**src/rtl/core/egsm_pkg.sv**
```systemverilog
package egsm_pkg;

  // Grid geometry
  localparam int GRID_X    = 512;
  localparam int GRID_Y    = 512;
  localparam int MAX_VALUE = 100;
  localparam int CELLS     = GRID_X * GRID_Y;
  localparam int IDX_W     = $clog2(CELLS);

  // Divider: 24-bit dividend covers both position offsets and span << 8
  localparam int DIV_W  = 24;
  localparam int DCNT_W = $clog2(DIV_W + 1);
  localparam int CS_W   = 12;

  // Configuration register indexes
  localparam logic [3:0] REG_ORIGIN_X   = 4'd0;
  localparam logic [3:0] REG_ORIGIN_Y   = 4'd1;
  localparam logic [3:0] REG_CELL_SIZE  = 4'd2;
  localparam logic [3:0] REG_THRESH     = 4'd3;
  localparam logic [3:0] REG_USE_ELEV   = 4'd4;
  localparam logic [3:0] REG_FILTER_HI  = 4'd5;
  localparam logic [3:0] REG_PERSIST    = 4'd6;
  localparam logic [3:0] REG_SLOPE_MULT = 4'd7;

  // Operation codes
  localparam logic [1:0] OP_ADD   = 2'd0;
  localparam logic [1:0] OP_FRAME = 2'd1;
  localparam logic [1:0] OP_READ  = 2'd2;
  localparam logic [1:0] OP_CLEAR = 2'd3;

  typedef struct packed {
    logic        filled;
    logic [15:0] top;
    logic [15:0] second;
    logic [15:0] high;
    logic [15:0] bottom;
    logic [7:0]  label;
    logic [15:0] slope;
  } cell_t;

  localparam cell_t CELL_EMPTY = '{
    filled: 1'b0, top: 16'h8000, second: 16'h8000, high: 16'h8000,
    bottom: 16'h7fff, label: 8'd0, slope: 16'd0};

  typedef enum logic [4:0] {
    ST_INIT, ST_IDLE,
    ST_ADD_CHK, ST_ADD_DX, ST_ADD_DY, ST_ADD_RG, ST_ADD_WT,
    ST_RC_CHK, ST_RC_WT,
    ST_EF_RD, ST_EF_WT, ST_EF_DV, ST_EF_NX,
    ST_CL_RD, ST_CL_WT, ST_CL_NX
  } state_t;

  typedef enum logic [1:0] {DIV_X, DIV_Y, DIV_SLOPE} div_sel_t;
  typedef enum logic [1:0] {ADDR_POINT, ADDR_READ, ADDR_SWEEP} addr_sel_t;
  typedef enum logic [2:0] {WR_NONE, WR_INIT, WR_EMPTY, WR_POINT, WR_SLOPE} wr_t;
  typedef enum logic [1:0] {RES_ZERO, RES_ACC, RES_READ} res_t;

  typedef struct packed {
    logic      latch;
    logic      cnt_clr;
    logic      cnt_inc;
    logic      div_start;
    div_sel_t  div_sel;
    logic      save_x;
    logic      save_y;
    logic      rd_en;
    addr_sel_t addr_sel;
    wr_t       wr;
    logic      res_load;
    res_t      res;
  } cmd_t;

  typedef struct packed {
    logic pt_skip;
    logic pt_oob;
    logic rd_oob;
    logic frozen;
    logic filled;
    logic span_pos;
    logic cnt_last;
    logic div_done;
  } status_t;

  // Occupancy value of one cell under the current settings
  function automatic logic [7:0] cell_value(cell_t c, logic use_elev,
                                            logic [15:0] thresh,
                                            logic [7:0] mult);
    logic [23:0] prod;
    logic [15:0] v;
    logic [7:0]  r;
    prod = 24'(mult) * 24'(c.slope);
    v    = prod[23:8];
    r    = 8'd0;
    if (c.filled) begin
      if (use_elev) begin
        if ($signed({c.high[15], c.high}) > $signed({1'b0, thresh}))
          r = 8'(MAX_VALUE);
      end else if (c.slope > thresh) begin
        r = (v > 16'(MAX_VALUE)) ? 8'(MAX_VALUE) : v[7:0];
      end
    end
    return r;
  endfunction

endpackage

```
**src/rtl/core/egsm_ctrl.sv**
```systemverilog
module egsm_ctrl
  import egsm_pkg::*;
(
  input  logic       clk,
  input  logic       rst,
  input  logic       start,
  input  logic [1:0] op,
  input  status_t    sts,
  output logic       busy,
  output cmd_t       cmd
);

  state_t state, state_next;

  always_ff @(posedge clk) begin
    if (rst) state <= ST_INIT;
    else     state <= state_next;
  end

  assign busy = (state != ST_IDLE);

  // next state
  always_comb begin
    state_next = state;
    case (state)
      ST_INIT:    if (sts.cnt_last) state_next = ST_IDLE;
      ST_IDLE: begin
        if (start) begin
          case (op)
            OP_ADD:   state_next = ST_ADD_CHK;
            OP_FRAME: state_next = ST_EF_RD;
            OP_READ:  state_next = ST_RC_CHK;
            default:  state_next = ST_CL_RD;
          endcase
        end
      end
      ST_ADD_CHK: state_next = sts.pt_skip ? ST_IDLE : ST_ADD_DX;
      ST_ADD_DX:  if (sts.div_done) state_next = ST_ADD_DY;
      ST_ADD_DY:  if (sts.div_done) state_next = ST_ADD_RG;
      ST_ADD_RG:  state_next = sts.pt_oob ? ST_IDLE : ST_ADD_WT;
      ST_ADD_WT:  state_next = ST_IDLE;
      ST_RC_CHK:  state_next = sts.rd_oob ? ST_IDLE : ST_RC_WT;
      ST_RC_WT:   state_next = ST_IDLE;
      ST_EF_RD:   state_next = ST_EF_WT;
      ST_EF_WT:   state_next = (sts.filled && sts.span_pos) ? ST_EF_DV : ST_EF_NX;
      ST_EF_DV:   if (sts.div_done) state_next = ST_EF_NX;
      ST_EF_NX:   state_next = sts.cnt_last ? ST_IDLE : ST_EF_RD;
      ST_CL_RD:   state_next = ST_CL_WT;
      ST_CL_WT:   state_next = ST_CL_NX;
      ST_CL_NX:   state_next = sts.cnt_last ? ST_IDLE : ST_CL_RD;
      default:    state_next = ST_IDLE;
    endcase
  end

  // commands to the datapath
  always_comb begin
    cmd = '{latch: 1'b0, cnt_clr: 1'b0, cnt_inc: 1'b0, div_start: 1'b0,
            div_sel: DIV_X, save_x: 1'b0, save_y: 1'b0, rd_en: 1'b0,
            addr_sel: ADDR_SWEEP, wr: WR_NONE, res_load: 1'b0, res: RES_ZERO};
    case (state)
      ST_INIT: begin
        cmd.wr      = WR_INIT;
        cmd.cnt_inc = 1'b1;
      end
      ST_IDLE: begin
        cmd.latch   = start;
        cmd.cnt_clr = start;
      end
      ST_ADD_CHK: begin
        if (sts.pt_skip) cmd.res_load = 1'b1;
        else begin
          cmd.div_start = 1'b1;
          cmd.div_sel   = DIV_X;
        end
      end
      ST_ADD_DX: begin
        if (sts.div_done) begin
          cmd.save_x    = 1'b1;
          cmd.div_start = 1'b1;
          cmd.div_sel   = DIV_Y;
        end
      end
      ST_ADD_DY: cmd.save_y = sts.div_done;
      ST_ADD_RG: begin
        if (sts.pt_oob) cmd.res_load = 1'b1;
        else begin
          cmd.rd_en    = 1'b1;
          cmd.addr_sel = ADDR_POINT;
        end
      end
      ST_ADD_WT: begin
        cmd.res_load = 1'b1;
        if (!sts.frozen) begin
          cmd.wr  = WR_POINT;
          cmd.res = RES_ACC;
        end
      end
      ST_RC_CHK: begin
        if (sts.rd_oob) cmd.res_load = 1'b1;
        else begin
          cmd.rd_en    = 1'b1;
          cmd.addr_sel = ADDR_READ;
        end
      end
      ST_RC_WT: begin
        cmd.res_load = 1'b1;
        cmd.res      = RES_READ;
      end
      ST_EF_RD, ST_CL_RD: cmd.rd_en = 1'b1;
      ST_EF_WT: begin
        if (sts.filled && !sts.span_pos) cmd.wr = WR_SLOPE;
        if (sts.filled && sts.span_pos) begin
          cmd.div_start = 1'b1;
          cmd.div_sel   = DIV_SLOPE;
        end
      end
      ST_EF_DV: if (sts.div_done) cmd.wr = WR_SLOPE;
      ST_CL_WT: if (!sts.frozen) cmd.wr = WR_EMPTY;
      ST_EF_NX, ST_CL_NX: begin
        if (sts.cnt_last) cmd.res_load = 1'b1;
        else              cmd.cnt_inc  = 1'b1;
      end
      default: ;
    endcase
  end

endmodule

```
**config.mk**
```make
export PLATFORM = sky130hd
export DESIGN_NAME = egsm_ctrl
export DESIGN_NICKNAME = d
export VERILOG_FILES = /design/src/rtl/core/egsm_pkg.sv /design/src/rtl/core/egsm_ctrl.sv
export SDC_FILE = /design/constraint.sdc
export NUM_CORES = 1
export LEC_CHECK = 0
export BUFFER_PORTS_ARGS = -buffer_cell sky130_fd_sc_hd__buf_2
export CAP_MARGIN = 5
export CORE_MARGIN = 2
export CORE_UTILIZATION = 38
export DETAILED_ROUTE_END_ITERATION = 10
export PLACE_DENSITY_LB_ADDON = 0.08
export SKIP_LAST_GASP = 1
export SLEW_MARGIN = 20
export SYNTH_ARGS = -nofsm -noshare
export SYNTH_HDL_FRONTEND = slang
export SYNTH_SLANG_ARGS = --single-unit
```
**constraint.sdc**
```tcl
create_clock -name clk -period 1.4 [get_ports clk]
set_clock_uncertainty 0.2 [all_clocks]
set_input_delay 0.07 -clock clk [delete_from_list [all_inputs] [get_ports clk]]
set_output_delay 0.07 -clock clk [all_outputs]
set_load 0.01 [all_outputs]
```
### Word-level counts from Yosys, hierarchy flattened

Cells that the tools add are included.

* multiplexer cells: 38
* equality and inequality tests: 23
* reductions and logical operators: 9

Operators by type and width (count)
* $pmux 5 s14: 1
* $eq 5x4->1 const B: 8
* $mux 5: 5
* $mux 3: 8
* $eq 5x3->1 const B: 4
* $mux 4: 4
* $pmux 3 s5: 1
* $pmux 4 s3: 1
* $eq 5x2->1 const B: 2
* $ne 2x2->1 const B: 5
* $pmux 3 s3: 1
* $mux 1: 8
* $mux 2: 4
* $pmux 2 s2: 2
* $reduce_or 2->1: 3
* $eq 5x1->1 const B: 1
* $logic_not 5->1: 1
* $ne 5x1->1 const B: 1
* $pmux 1 s5: 1
* $reduce_and 5->1: 1
* $pmux 1 s3: 1
* $eq 2x1->1 const B: 1
* $eq 2x2->1 const B: 1
* $logic_and 1x1->1: 2
* 3 further kinds: 3

* flip-flop bits (word level): 5
* output and inout port bits: 18
* input bits: 13
* logic and storage cells: 71

### Depth between registers and ports, before layout

Gate-level depths: netlist of run 1.

* depth after elaboration: 4
* gate-level depth with buffers: 6

### Worst setup path before layout of run 1

OpenSTA, ideal clock, no wires.

* path kind: register to register
* start: register state[3]
* end: register state[3]
* clock period less this slack: 1.439 ns
* data required time: 1.072 ns
* data arrival time: 1.110 ns
* stages on the path, launching flop included: 7
* slack: -0.039 ns
* cell sequence: dfxtp_1 buf_6 buf_2 nand2_1 o21ai_0 a221oi_2 o22ai_2

* cells in the longest elaborated chain, start to end: 3
* elaborated cells on any way between the ends: 21
* those cells by class: eq/ne: 18; mux: 1; reduce/logical: 2

RTL lines
* start, declared: line egsm_ctrl.sv:13 `state_t state, state_next;`
* start signal, assigned: line egsm_ctrl.sv:17 `else state <= state_next;`
* $eq 5x2->1 (tied with other cells): line egsm_ctrl.sv:25 `case (state)`
* $ne 2x2->1 (no line)
* $reduce_and 5->1 (no line)

Several ways; a longest one is shown, not always the timed one.
A chain may end at the register's enable or synchronous reset.

==> summary.md, run 1 <==
The flow ran to the end, but the final reports show violations. The final reports fail on negative hold slack, negative setup slack. The cell count after placement came out at 185. The source of the worst register-to-register timing path is state[3].

The tools report the final max-slew violation count as 0. STA puts the critical path data arrival time at 1.48 ns. Setup repair after global routing could not meet its margin everywhere.

The minimum clock period after layout is 1.75 ns, and the required time of the critical path is 1.13 ns. The final worst-path setup slack is -0.346 ns, and the slew at the pin closest to its max-slew limit is 0.226 ns. The starting DRC count in detailed routing was 57. The count of cells in the finished layout, fillers not included, comes to 202. The tree built by TritonCTS fans out to 4 sinks. The startpoint of the most critical hold path was op[1].

Counting flops with an async set or reset pin after synthesis yields a share of 0%. More flip-flops sit in one register than any other, and that register is state. Counting every instance in the synthesized netlist gives 114. Measured in cells, the most critical reg-to-reg path has a length of 7. The synthesized netlist contains 37 unique library cells. STA classifies the critical path startpoint as a flop.

The fraction of layout instances using a drive strength above 1 works out to 66.7%. The I/O pin count was 31. TritonCTS built the clock tree. The flip-flop count of the largest register after layout came out at 4. The worst min-delay path class is input pin to flop. The clock reaches the later pin of the worst-skew pair after 0.26 ns.

The total power density per cell area is 402 nW/µm². Worst setup path category: flop to primary output. The initial utilization of the core area, before any placement, comes to 40.9%. Counting every net in the synthesized netlist gives 127. The number of rows in the core area was 15.

The worst pin sits at a relative slew slack of 84.7%. For the filler cell count, the log shows 122. Initial antenna violation count: 0. The mapped netlist covers 722 µm².

The congestion estimate from routability-driven global placement came to 0.927. The area growth from synthesis to layout is 104%. The die is 47.6 µm wide. In the final routed layout, each cell accounts on average for 17.5 µm. Summing the sequential cell areas from Yosys gives 11.1% of the chip area. The longest clock path from root to sink contains 2 buffers.

The mean cell area of the mapped netlist is 6.33 µm². The largest registers in the layout are state (4). Across all register-to-register paths, the minimum setup slack is -0.22 ns. Endpoint type of the worst setup path: a primary output. The design draws 593 µW.

The worst-case IR drop observed on VDD is 0.394 mV. The clock-pin slew of the registers on the worst-case setup and hold paths was 0.04 ns. The count of flip-flops with a built-in enable after synthesis is 0, and the via count of the first global-routing pass is 1035. Summing all placed instances gives a cell area of 1040 µm².

The tools report the endpoint of the worst-slack reg-to-reg timing path as state[2]. The logs give 1217 for the number of vias after detailed routing and 0 for the count of antenna-violating nets left after detailed routing. The count of warnings emitted by yosys was 0; the final standard cell area without fillers was 1470 µm². The tools report the end of the worst hold path as state[0]. The die covers 2260 µm². In this run the vertical extent of the chip is 47.6 µm. Max-cap violations in this run came to 0.

The antenna diode count was 0; the number of nets in the layout was 192. The total track usage came out at 29.6%. The total count of hold-check failures in the final report was 1. The total area inside the core boundary comes to 1760 µm².

In this run the worst path has a maximum fanout of 7. Among all flip-flop cells after synthesis, the most frequent one is dfxtp_1. Entering global routing, the biggest net connects 11 pins. After global routing the overflow that remains totals 0. The tools report the fmax as 573 MHz.

CTS placed an instance of clkbuf_4 at the clock tree root. The register bit total from synthesis was 4. The logs give 1 for the number of levels in the clock H-tree and 4580 µm for the first-pass GRT wire length. The final setup TNS was -4.38 ns. The count of cells along the worst hold path was 4; the total iterations of the first detailed-routing run was 4.

Summed over all layers, the routed wires come to 3530 µm. Total DRC errors in the routed layout: 0. Share of the cycle needed by the critical path after routing: 125%.

Port buffering added 30 buffers. Detailed placement finished with a half-perimeter wire length of 1930 µm. The worst hold slack was -0.00117 ns; the routed via count divided by cell count was 6.02.

The total CTS buffers is 3. Summed over all cells, the static leakage comes to 0.000657 µW. Setup violations remaining at the end of the flow were counted as 22.
[cells in the mapped netlist, drive strengths merged (2+ instances only)]
master / count / area (µm²)
a211oi: 4 / 35.0
a21oi: 8 / 40.0
a31oi: 2 / 12.5
and2b: 3 / 22.5
and3: 2 / 12.5
buf: 9 / 71.3
dfxtp: 4 / 80.1
inv: 6 / 22.5
mux2i: 2 / 20.0
nand2: 20 / 77.6
nand3: 3 / 15.0
nor2: 15 / 56.3
nor3: 7 / 35.0
o21a: 2 / 15.0
o21ai: 9 / 48.8
o22ai: 4 / 37.5
or3: 2 / 12.5
[cells by family (layout without fill, tap and decap cells)]
| group | count (synthesis) | in the layout | share of synthesized area, % |
|---|---|---|---|
| flip-flops | 4 | 4 | 11.1 |
| AND/OR/NAND/NOR | 54 | 54 | 34.1 |
| buffers and inverters | 15 | 78 | 13.0 |
| AO/OA/AOI/OAI | 39 | 39 | 39.0 |
| multiplexers | 2 | 2 | 2.77 |
[worst max-delay path by stage]
stage          startpoint      end  slack, ns  cells past startpoint
2_1_floorplan    state[1]   cmd[5]      -0.03                      5
3_3_place_gp     state[2]  cmd[13]      -0.14                      7
3_5_place_dp     state[3]   cmd[2]      -0.24                      6
4_1_cts          state[3]   cmd[8]      -0.28                      5
5_1_grt          state[3]   cmd[2]      -0.43                      6
6_report         state[3]   cmd[2]      -0.35                      6
[power breakdown]
part	internal (µW)	switching, µW
Sequential	116	15.8
Clock	97.3	69.3
Combinational	143	151
Total	357	236
[critical path, stage by stage (launching register included)]
cell and delay, ns:
dfxtp_4 0.38, and2b_1 0.22, nor2_2 0.15, a211oi_2 0.06, a31oi_1 0.18, o22ai_2 0.08
buf_2 0.14
[stage by stage]
stage	utilization (%)	setup WS, ns
after floorplan	-	-0.0265
after global placement	59.1	-0.142
after detailed placement	59.1	-0.245
after CTS	72.8	-0.283
after global routing	83.5	-0.430
final	83.5	-0.346
[layout make-up]
cell class,count,area (µm²),share of cell area [%]
multi-input combinational,95,718,48.7
timing repair buffer,69,582,39.5
sequential,4,92.6,6.28
tap,25,31.3,2.12
inverter,6,27.5,1.87
clock buffer,3,22.5,1.53
[cell usage in the layout (no fill, tap or decap), types with 4 or more instances in the layout]
master,n
buf_2,26
buf_4,23
nand2_1,14
buf_6,13
nor2_1,8
nor3_2,5
nor2_4,5
nand2_4,4
inv_1,4
a21oi_2,4
a21oi_1,4
[layer usage]
metal	track usage (%)	wire, µm	vias up
met1	36.1	1340	547
li1	-	-	544
met3	2.26	365	18
met2	50.8	1650	108
met4	17.3	169	0
met5	0	0	-
[what timing repair did]
item,CTS,global route
pin swaps,12,8
hold buffers,1,0
resized for setup,34,39
setup buffers,10,2
hold endpoints to repair,4,0
endpoints found under the setup margin,22,22
gates cloned,1,1
Note: power is estimated with default switching activity, not from simulation.
==> inputs of run 2 (changes only) <==
clock period = 1.6 ns   (was 1.4 ns; I/O delays follow)
==> run 2 against run 1 <==
Effect of this change: the run ends with negative setup slack left; utilization down 6.5 points; power down 16%; worst hold slack better by 0.012 ns; largest power group unchanged; highest routed layer unchanged.
==> summary.md, run 2 (synthesis gave the netlist of run 1 again) <==
For this run, design rule violations remaining after detail routing come to 0. On the critical path, the stage with the largest delay is an instance of or3_4. The total of buffers placed on input and output ports is 30, and the required time of the critical path is 1.32 ns. For the placer's final routability congestion estimate, the log shows 0.941.

In this run the remaining antenna-violating nets after routing total 0. The count of cells along the worst hold path was 3. The routed layout has 1162 vias. STA classifies the critical path endpoint as a primary output. After clock tree synthesis, the clock-pin slew on the worst setup and hold paths is 0.05 ns.

The met2 wire length was 1570 µm; the number of cell instances on the worst register-to-register path was 7. The reg2reg setup slack is -0.01 ns. Cells fill 77.0% of the core in the end. For this run, the slowest stage of the critical path takes 0.40 ns. At the worst endpoint, the arrival time is 1.47 ns.

Traced cell by cell, the critical path runs through inv_4 > or3_4 > o21ai_2 > nand2_1 > o21ai_1 > buf_2. For the pin with the worst max-slew slack, the measured transition is 0.252 ns. The clock network accounts for 28.8% of the total power. For this block, wires on met1 add up to 1340 µm. Combinational logic burns 49.0% of the power. The first-pass GRT wire length came out at 4360 µm.

The startpoint identified for the worst register-to-register timing path is state[3]. The analysis attributes to cell leakage a power of 0.000606 µW. Global routing used 27.1% of the available tracks.

For hold timing, the worst endpoint is state[2]. Wires add up to 3360 µm. For the total count of hold-check failures in the final report, the log shows 0. The worst setup path is launched from a flop.

The maximum clock insertion buffer count came out at 2. For the net switching power, the log shows 197 µW. Setup repair after global routing could not meet its margin everywhere. The worst hold slack was 0.0104 ns. The initial utilization of the core area, before any placement, comes to 40.9%. The maximum fanout along the worst path works out to 5.

Clock tree synthesis inserted a total of 3 buffers. The starting DRC count in detailed routing is 24, and the share of the cycle needed by the critical path after routing is 109%. The clock latency at the later pin of the worst-skew pair was 0.26 ns; the final worst-path setup slack was -0.147 ns. For the post-detailed-placement cell area, the log shows 990 µm².

The largest registers in the layout are state (4). Of the cells placed in the final design, the portion with a size suffix greater than 1 is 62.9%. The run gives 4 as the total iterations of the first detailed-routing run.

Power spread over the standard cell area amounts to 365 nW/µm². Across the run, the number of max-cap violations was 0. During I/O placement, the number of pins put on the boundary was 31.

The initial antenna violation count was 0. Clock tree synthesis found a total of 4 sinks. The via count of the first global-routing pass is 927. Summing all non-filler instances in the final layout gives an area of 1360 µm².

The HPWL reported at the end of detailed placement came out at 2010 µm. Entering global routing, the biggest net connects 13 pins. The die covers 2260 µm². In this run switching power makes up 39.8% of total power. The most common cell after layout, fill and taps aside was buf_4.

Across the VDD grid, the largest voltage drop is 0.360 mV. After detailed routing, the average wire length per cell comes to 16.5 µm. From left edge to right edge, the die measures 47.6 µm. Routed via count divided by cell count: 5.72. The floorplan die height is 47.6 µm.

The tightest slew margin relative to the limit was 83.2%. The register bank with the most flops was state. The final reports fail on negative setup slack. At the placement stage, the worst setup path has a slack of -0.0316 ns. The worst hold path belongs to the class input pin to flop.

The number of levels in the clock H-tree was 1. The endpoint of the worst-slack reg-to-reg timing path was state[2]. The run finished, with violations left. Root buffer cell: clkbuf_4. After layout, the minimum clock period comes to 1.75 ns. In this run, flip-flops and latches consume 22.2% of the power.

The tools report the final max-slew violation count as 0. The top cell types in the final layout, fill and taps aside, are 29 x buf_4, 28 x buf_2, 17 x nand2_1, 10 x nor2_1, 9 x buf_6. 0 antenna diodes ended up in the layout. Number of nets in the layout: 193.

The flip-flop count of the largest register after layout came out at 4. Worst setup path category: flop to primary output. Final number of setup-violating endpoints: 6.

The run gives 314 µm as the amount of wire on met3 after detailed routing. Timing would allow up to 573 MHz. In this run the top signal layer used is met4. The core region is 1760 µm². TritonCTS built the clock tree.

The area growth from synthesis to layout is 88.2%. The floorplan has 15 rows. For this run the aggregate overflow at the end of global routing stands at 0.

The cell internal power dissipation was 299 µW. The tools report the filler cell count as 144. The startpoint of the most critical hold path is op[1].
==> run 2: per-layer routing <==
layer | track usage, % | up-vias
met2 | 46.2 | 79
met4 | 9.73 | 0
met3 | 2.26 | 17
met5 | 0 | -
li1 | - | 543
met1 | 35.6 | 523
==> run 2: final cells by class <==
type | count | area (µm²) | area share, %
Tap cell | 25 | 31.3 | 2.30
Sequential cell | 4 | 95.1 | 7.00
Timing Repair Buffer | 70 | 514 | 37.8
Inverter | 6 | 30.0 | 2.21
Clock buffer | 3 | 22.5 | 1.66
Multi-Input combinational cell | 95 | 666 | 49.0
==> run 2: critical path, delay by kind of cell (launching register included) <==
kind	cells	cell delay (ns)
and+or+nand+nor	2	0.47
buffers and inverters	2	0.20
AOI/OAI and AO/OA	2	0.16
DFF	1	0.38
==> run 2: worst max-delay path by stage <==
stage / cells after the start / slack, ns / start / end
after floorplan: 6 / 0.16 / state[3] / state[3]
after global placement: 5 / -0.03 / state[1] / cmd[2]
after detailed placement: 5 / -0.03 / state[1] / cmd[2]
after CTS: 6 / -0.08 / state[2] / cmd[14]
after global routing: 6 / -0.21 / state[2] / cmd[14]
final: 6 / -0.15 / state[2] / cmd[14]
==> run 2: through the flow <==
| step | total power (µW) | TNS (ns) | std cells |
|---|---|---|---|
| after floorplan | 215 | 0 | 114 |
| after global placement | 294 | -0.0335 | 181 |
| after detailed placement | 293 | -0.0319 | 181 |
| after CTS | 452 | -0.365 | 195 |
| after global routing | 523 | -0.892 | 203 |
| final | 496 | -0.415 | 203 |
==> run 2: power by group through the flow <==
| stage | logic [µW] | clock network [µW] | registers [µW] |
|---|---|---|---|
| 5_1_grt | 258 | 154 | 110 |
| 4_1_cts | 207 | 137 | 108 |
| 2_1_floorplan | 105 | 0 | 110 |
| 6_report | 243 | 143 | 110 |
| 3_5_place_dp | 177 | 0 | 116 |
| 3_3_place_gp | 178 | 0 | 116 |
==> run 2: repair_timing <==
item	CTS	global route
pin swaps	5	10
endpoints found under the hold margin	4	0
cloned	0	1
hold buffers	1	0
resized for setup	29	29
endpoints found under the setup margin	18	18
buffers inserted	10	8
==> inputs of run 3 (changes only) <==
--- a/config.mk
+++ b/config.mk
@@ -10,3 +10,3 @@
 export CORE_MARGIN = 2
-export CORE_UTILIZATION = 38
+export CORE_UTILIZATION = 41
 export DETAILED_ROUTE_END_ITERATION = 10
--- a/constraint.sdc
+++ b/constraint.sdc
@@ -4,2 +4,2 @@
 set_output_delay 0.08 -clock clk [all_outputs]
-set_load 0.01 [all_outputs]
+set_load 0.05 [all_outputs]
==> run 3 against run 2 <==
Effect of this change: the run still ends with negative setup slack left; first-iteration DRC count increased to 6.3 times the previous value; sequential power is essentially flat; combinational power grew 53%; routed wire length rose by 49%; worst hold slack better by 0.047 ns; register-to-register slack got worse by 0.15 ns; power rose by 26%; flip-flop and latch count unchanged; sequential share of layout area shrank 1.2 points; highest routed layer unchanged.
==> summary.md, run 3 (synthesis gave the netlist of run 1 again) <==
The combinational fraction of design power came out at 59.6%. The tools report the met2 track demand over resource as 61.1%. For this run the aggregate overflow at the end of global routing stands at 0. The number of levels in the clock H-tree came out at 1. The startpoint of the most critical hold path was op[1]. Setup repair after global routing could not meet its margin everywhere. In the final routed layout, each cell accounts on average for 24.6 µm.

Excluding fillers, the count of instances in the completed layout stands at 203. The largest registers in the layout are state (4). With fillers left out, the area of the finished cells amounts to 1640 µm². The total power density per cell area came out at 380 nW/µm². The source of the worst register-to-register timing path was state[2].

The I/O pin count came out at 31. The switching power as a share of total power is 46.4%. Measured along the x axis, the die boundary spans 46.0 µm.

For this configuration, the core starts out at a cell density of 42.7%. The path class of the tightest hold or removal check is input pin to flop. The final wirelength came out at 5000 µm. The final worst-path setup slack was -0.288 ns; the die footprint was 2110 µm². Compared with the post-synthesis result, the final layout area differs by 128%.

In this run the deepest clock path goes through 2 buffers. The total DRC errors in the routed layout was 0; the final max-slew violation count was 0. Per report_power, the sequential group accounts for 17.4% of the total. For the met3 routing resource usage after global routing, the log shows 9.52%.

The tools report the total count of hold-check failures in the final report as 0. The fraction of layout instances using a drive strength above 1 works out to 71.5%. In the final timing run, aggregate negative setup slack is -2.38 ns.

The share of the cycle needed by the critical path after routing was 118%. The slew at the pin closest to its max-slew limit came out at 0.394 ns. Routability-driven placement finished with a final weighted congestion of 0.875. For the net switching power, the log shows 289 µW. The via count of the first global-routing pass is 1184. The final reports fail on negative setup slack. The run gives 38.4% as the total track usage.

Measured along the y axis, the die boundary spans 46.0 µm. The count of nets left with antenna violations once routing finished came out at 0. The number of nets in the layout is 201. The path with the worst hold slack has its endpoint at state[2].

The run gives 0.312 mV as the maximum VDD drop. The clock latency at the later pin of the worst-skew pair was 0.25 ns. Clock-pin slew was measured on the worst setup and hold paths at 0.05 ns. Max-cap violations in this run came to 0. In the layout the commonest cells are 32 x buf_4, 28 x buf_6, 14 x nand2_1, 12 x buf_2, 6 x nor2_1.

For the worst setup path, the data required time is 1.32 ns. TritonCTS built the clock tree. Register bank with the most flops: state. Counting tap cells, the placed design contains a total of 178 instances. The layer with the highest usage after global routing is met2.

The logs give 5710 µm for the first-pass GRT wire length and 3 for the total CTS buffers. The type of element launching the critical path was a flop. The number of cells on the worst reg-to-reg path is 7. The run gives 47.4% as the global-route track usage on met1.

Entering global routing, the biggest net connects 12 pins. The cell internal power dissipation was 335 µW; the maximum fanout along the worst path was 8. CTS placed an instance of clkbuf_4 at the clock tree root.

The tools report the antenna diode count as 0. STA classifies the critical path endpoint as a primary output. The initial antenna violation count was 0; the number of rows in the core area was 15. Worst setup path category: flop to primary output.

The worst hold path was traced through 3 stages. The flip-flop count of the largest register after layout was 4. The minimum clock period after layout works out to 1.89 ns.

The flow ran to the end, but the final reports show violations. The region available for standard cell placement spans 1690 µm². In this run the tool buffered the top-level ports with 30 buffer cells. The static leakage came out at 0.000720 µW. In this run, the number of DRC markers left after iteration 0 of detailed routing was 151. The setup check on the worst reg-to-reg path leaves a slack of -0.16 ns. The tools report the critical path data arrival time as 1.61 ns. The tools report the fmax as 530 MHz. The tools report the final number of setup-violating endpoints as 20.

The routed layout has 1453 vias. The first TritonRoute pass finished after 7 iterations. The count of clock tree sinks is 4.

Per report_power, the clock group accounts for 23.0% of the total. The run gives 2110 µm as the HPWL reported at the end of detailed placement. The library cell used most frequently in the layout, excluding fill and tap cells, is buf_4.

After detailed routing, the number of vias per cell comes to 7.16. In this run the cell area measured after placement is 1120 µm². The logs give 624 µW for the total power draw and 73.5% for the tightest slew margin relative to the limit. The endpoint identified for the worst register-to-register timing path is state[3].
[run 3: cell count changes in the layout (fill, tap and decap cells not counted), moves of 4 or more]
cell,delta
buf_6,+19
buf_2,-16
nor2_1,-4
nor3_4,+4
[run 3: area by class of cell]
| class | instances | area [µm²] |
|---|---|---|
| tap | 17 | 21.3 |
| fill | 26 | 46.3 |
| clock buffer | 3 | 22.5 |
| inverter | 6 | 22.5 |
| sequential | 4 | 95.1 |
| multi-input combinational | 95 | 776 |
| timing repair buffer | 78 | 706 |
[run 3: power groups by stage]
stage               Clock, µW  Sequential, µW  Combinational (µW)
finish                    144             109                 372
detailed placement          0             117                 247
floorplan                   0             110                 166
global placement            0             117                 245
global route              149             109                 378
CTS                       135             108                 316
[run 3: per-stage QoR]
stage | util, % | worst slack, ns | hold WS, ns
floorplan | - | -0.236 | 0.0228
global placement | 66.5 | -0.119 | 0.192
detailed placement | 66.5 | -0.138 | 0.200
CTS | 86.4 | -0.150 | 0.0223
global route | 97.3 | -0.317 | 0.0831
finish | 97.3 | -0.288 | 0.0578
[run 3: how the worst max path moves through the flow]
stage,startpoint,endpoint,slack (ns),cells past startpoint
finish,state[3],cmd[2],-0.29,6
global route,state[3],cmd[14],-0.32,6
CTS,state[3],cmd[2],-0.15,6
detailed placement,state[3],cmd[2],-0.14,6
global placement,state[0],state[1],-0.12,6
floorplan,state[1],cmd[5],-0.24,5
[run 3: repair_timing]
item	CTS	global route
gates cloned	0	0
setup buffers	12	10
pin swaps	8	19
hold endpoints to repair	4	0
setup endpoints to repair	22	22
hold buffers	1	0
gates resized for setup	68	30
[run 3: worst max-delay path, cell delays in order, from the launching register on]
cell and delay (ns):
dfxtp_4 0.39, and2b_1 0.21, nor2_2 0.16, a211oi_2 0.06, a31oi_2 0.26, o22ai_4 0.11
buf_6 0.17
[run 3: per-layer routing]
metal	up-vias	share of wire, %	wire, µm
met3	77	13	640
met1	630	33	1640
met2	186	43	2160
met5	-	0	0
li1	560	-	-
met4	0	11	556
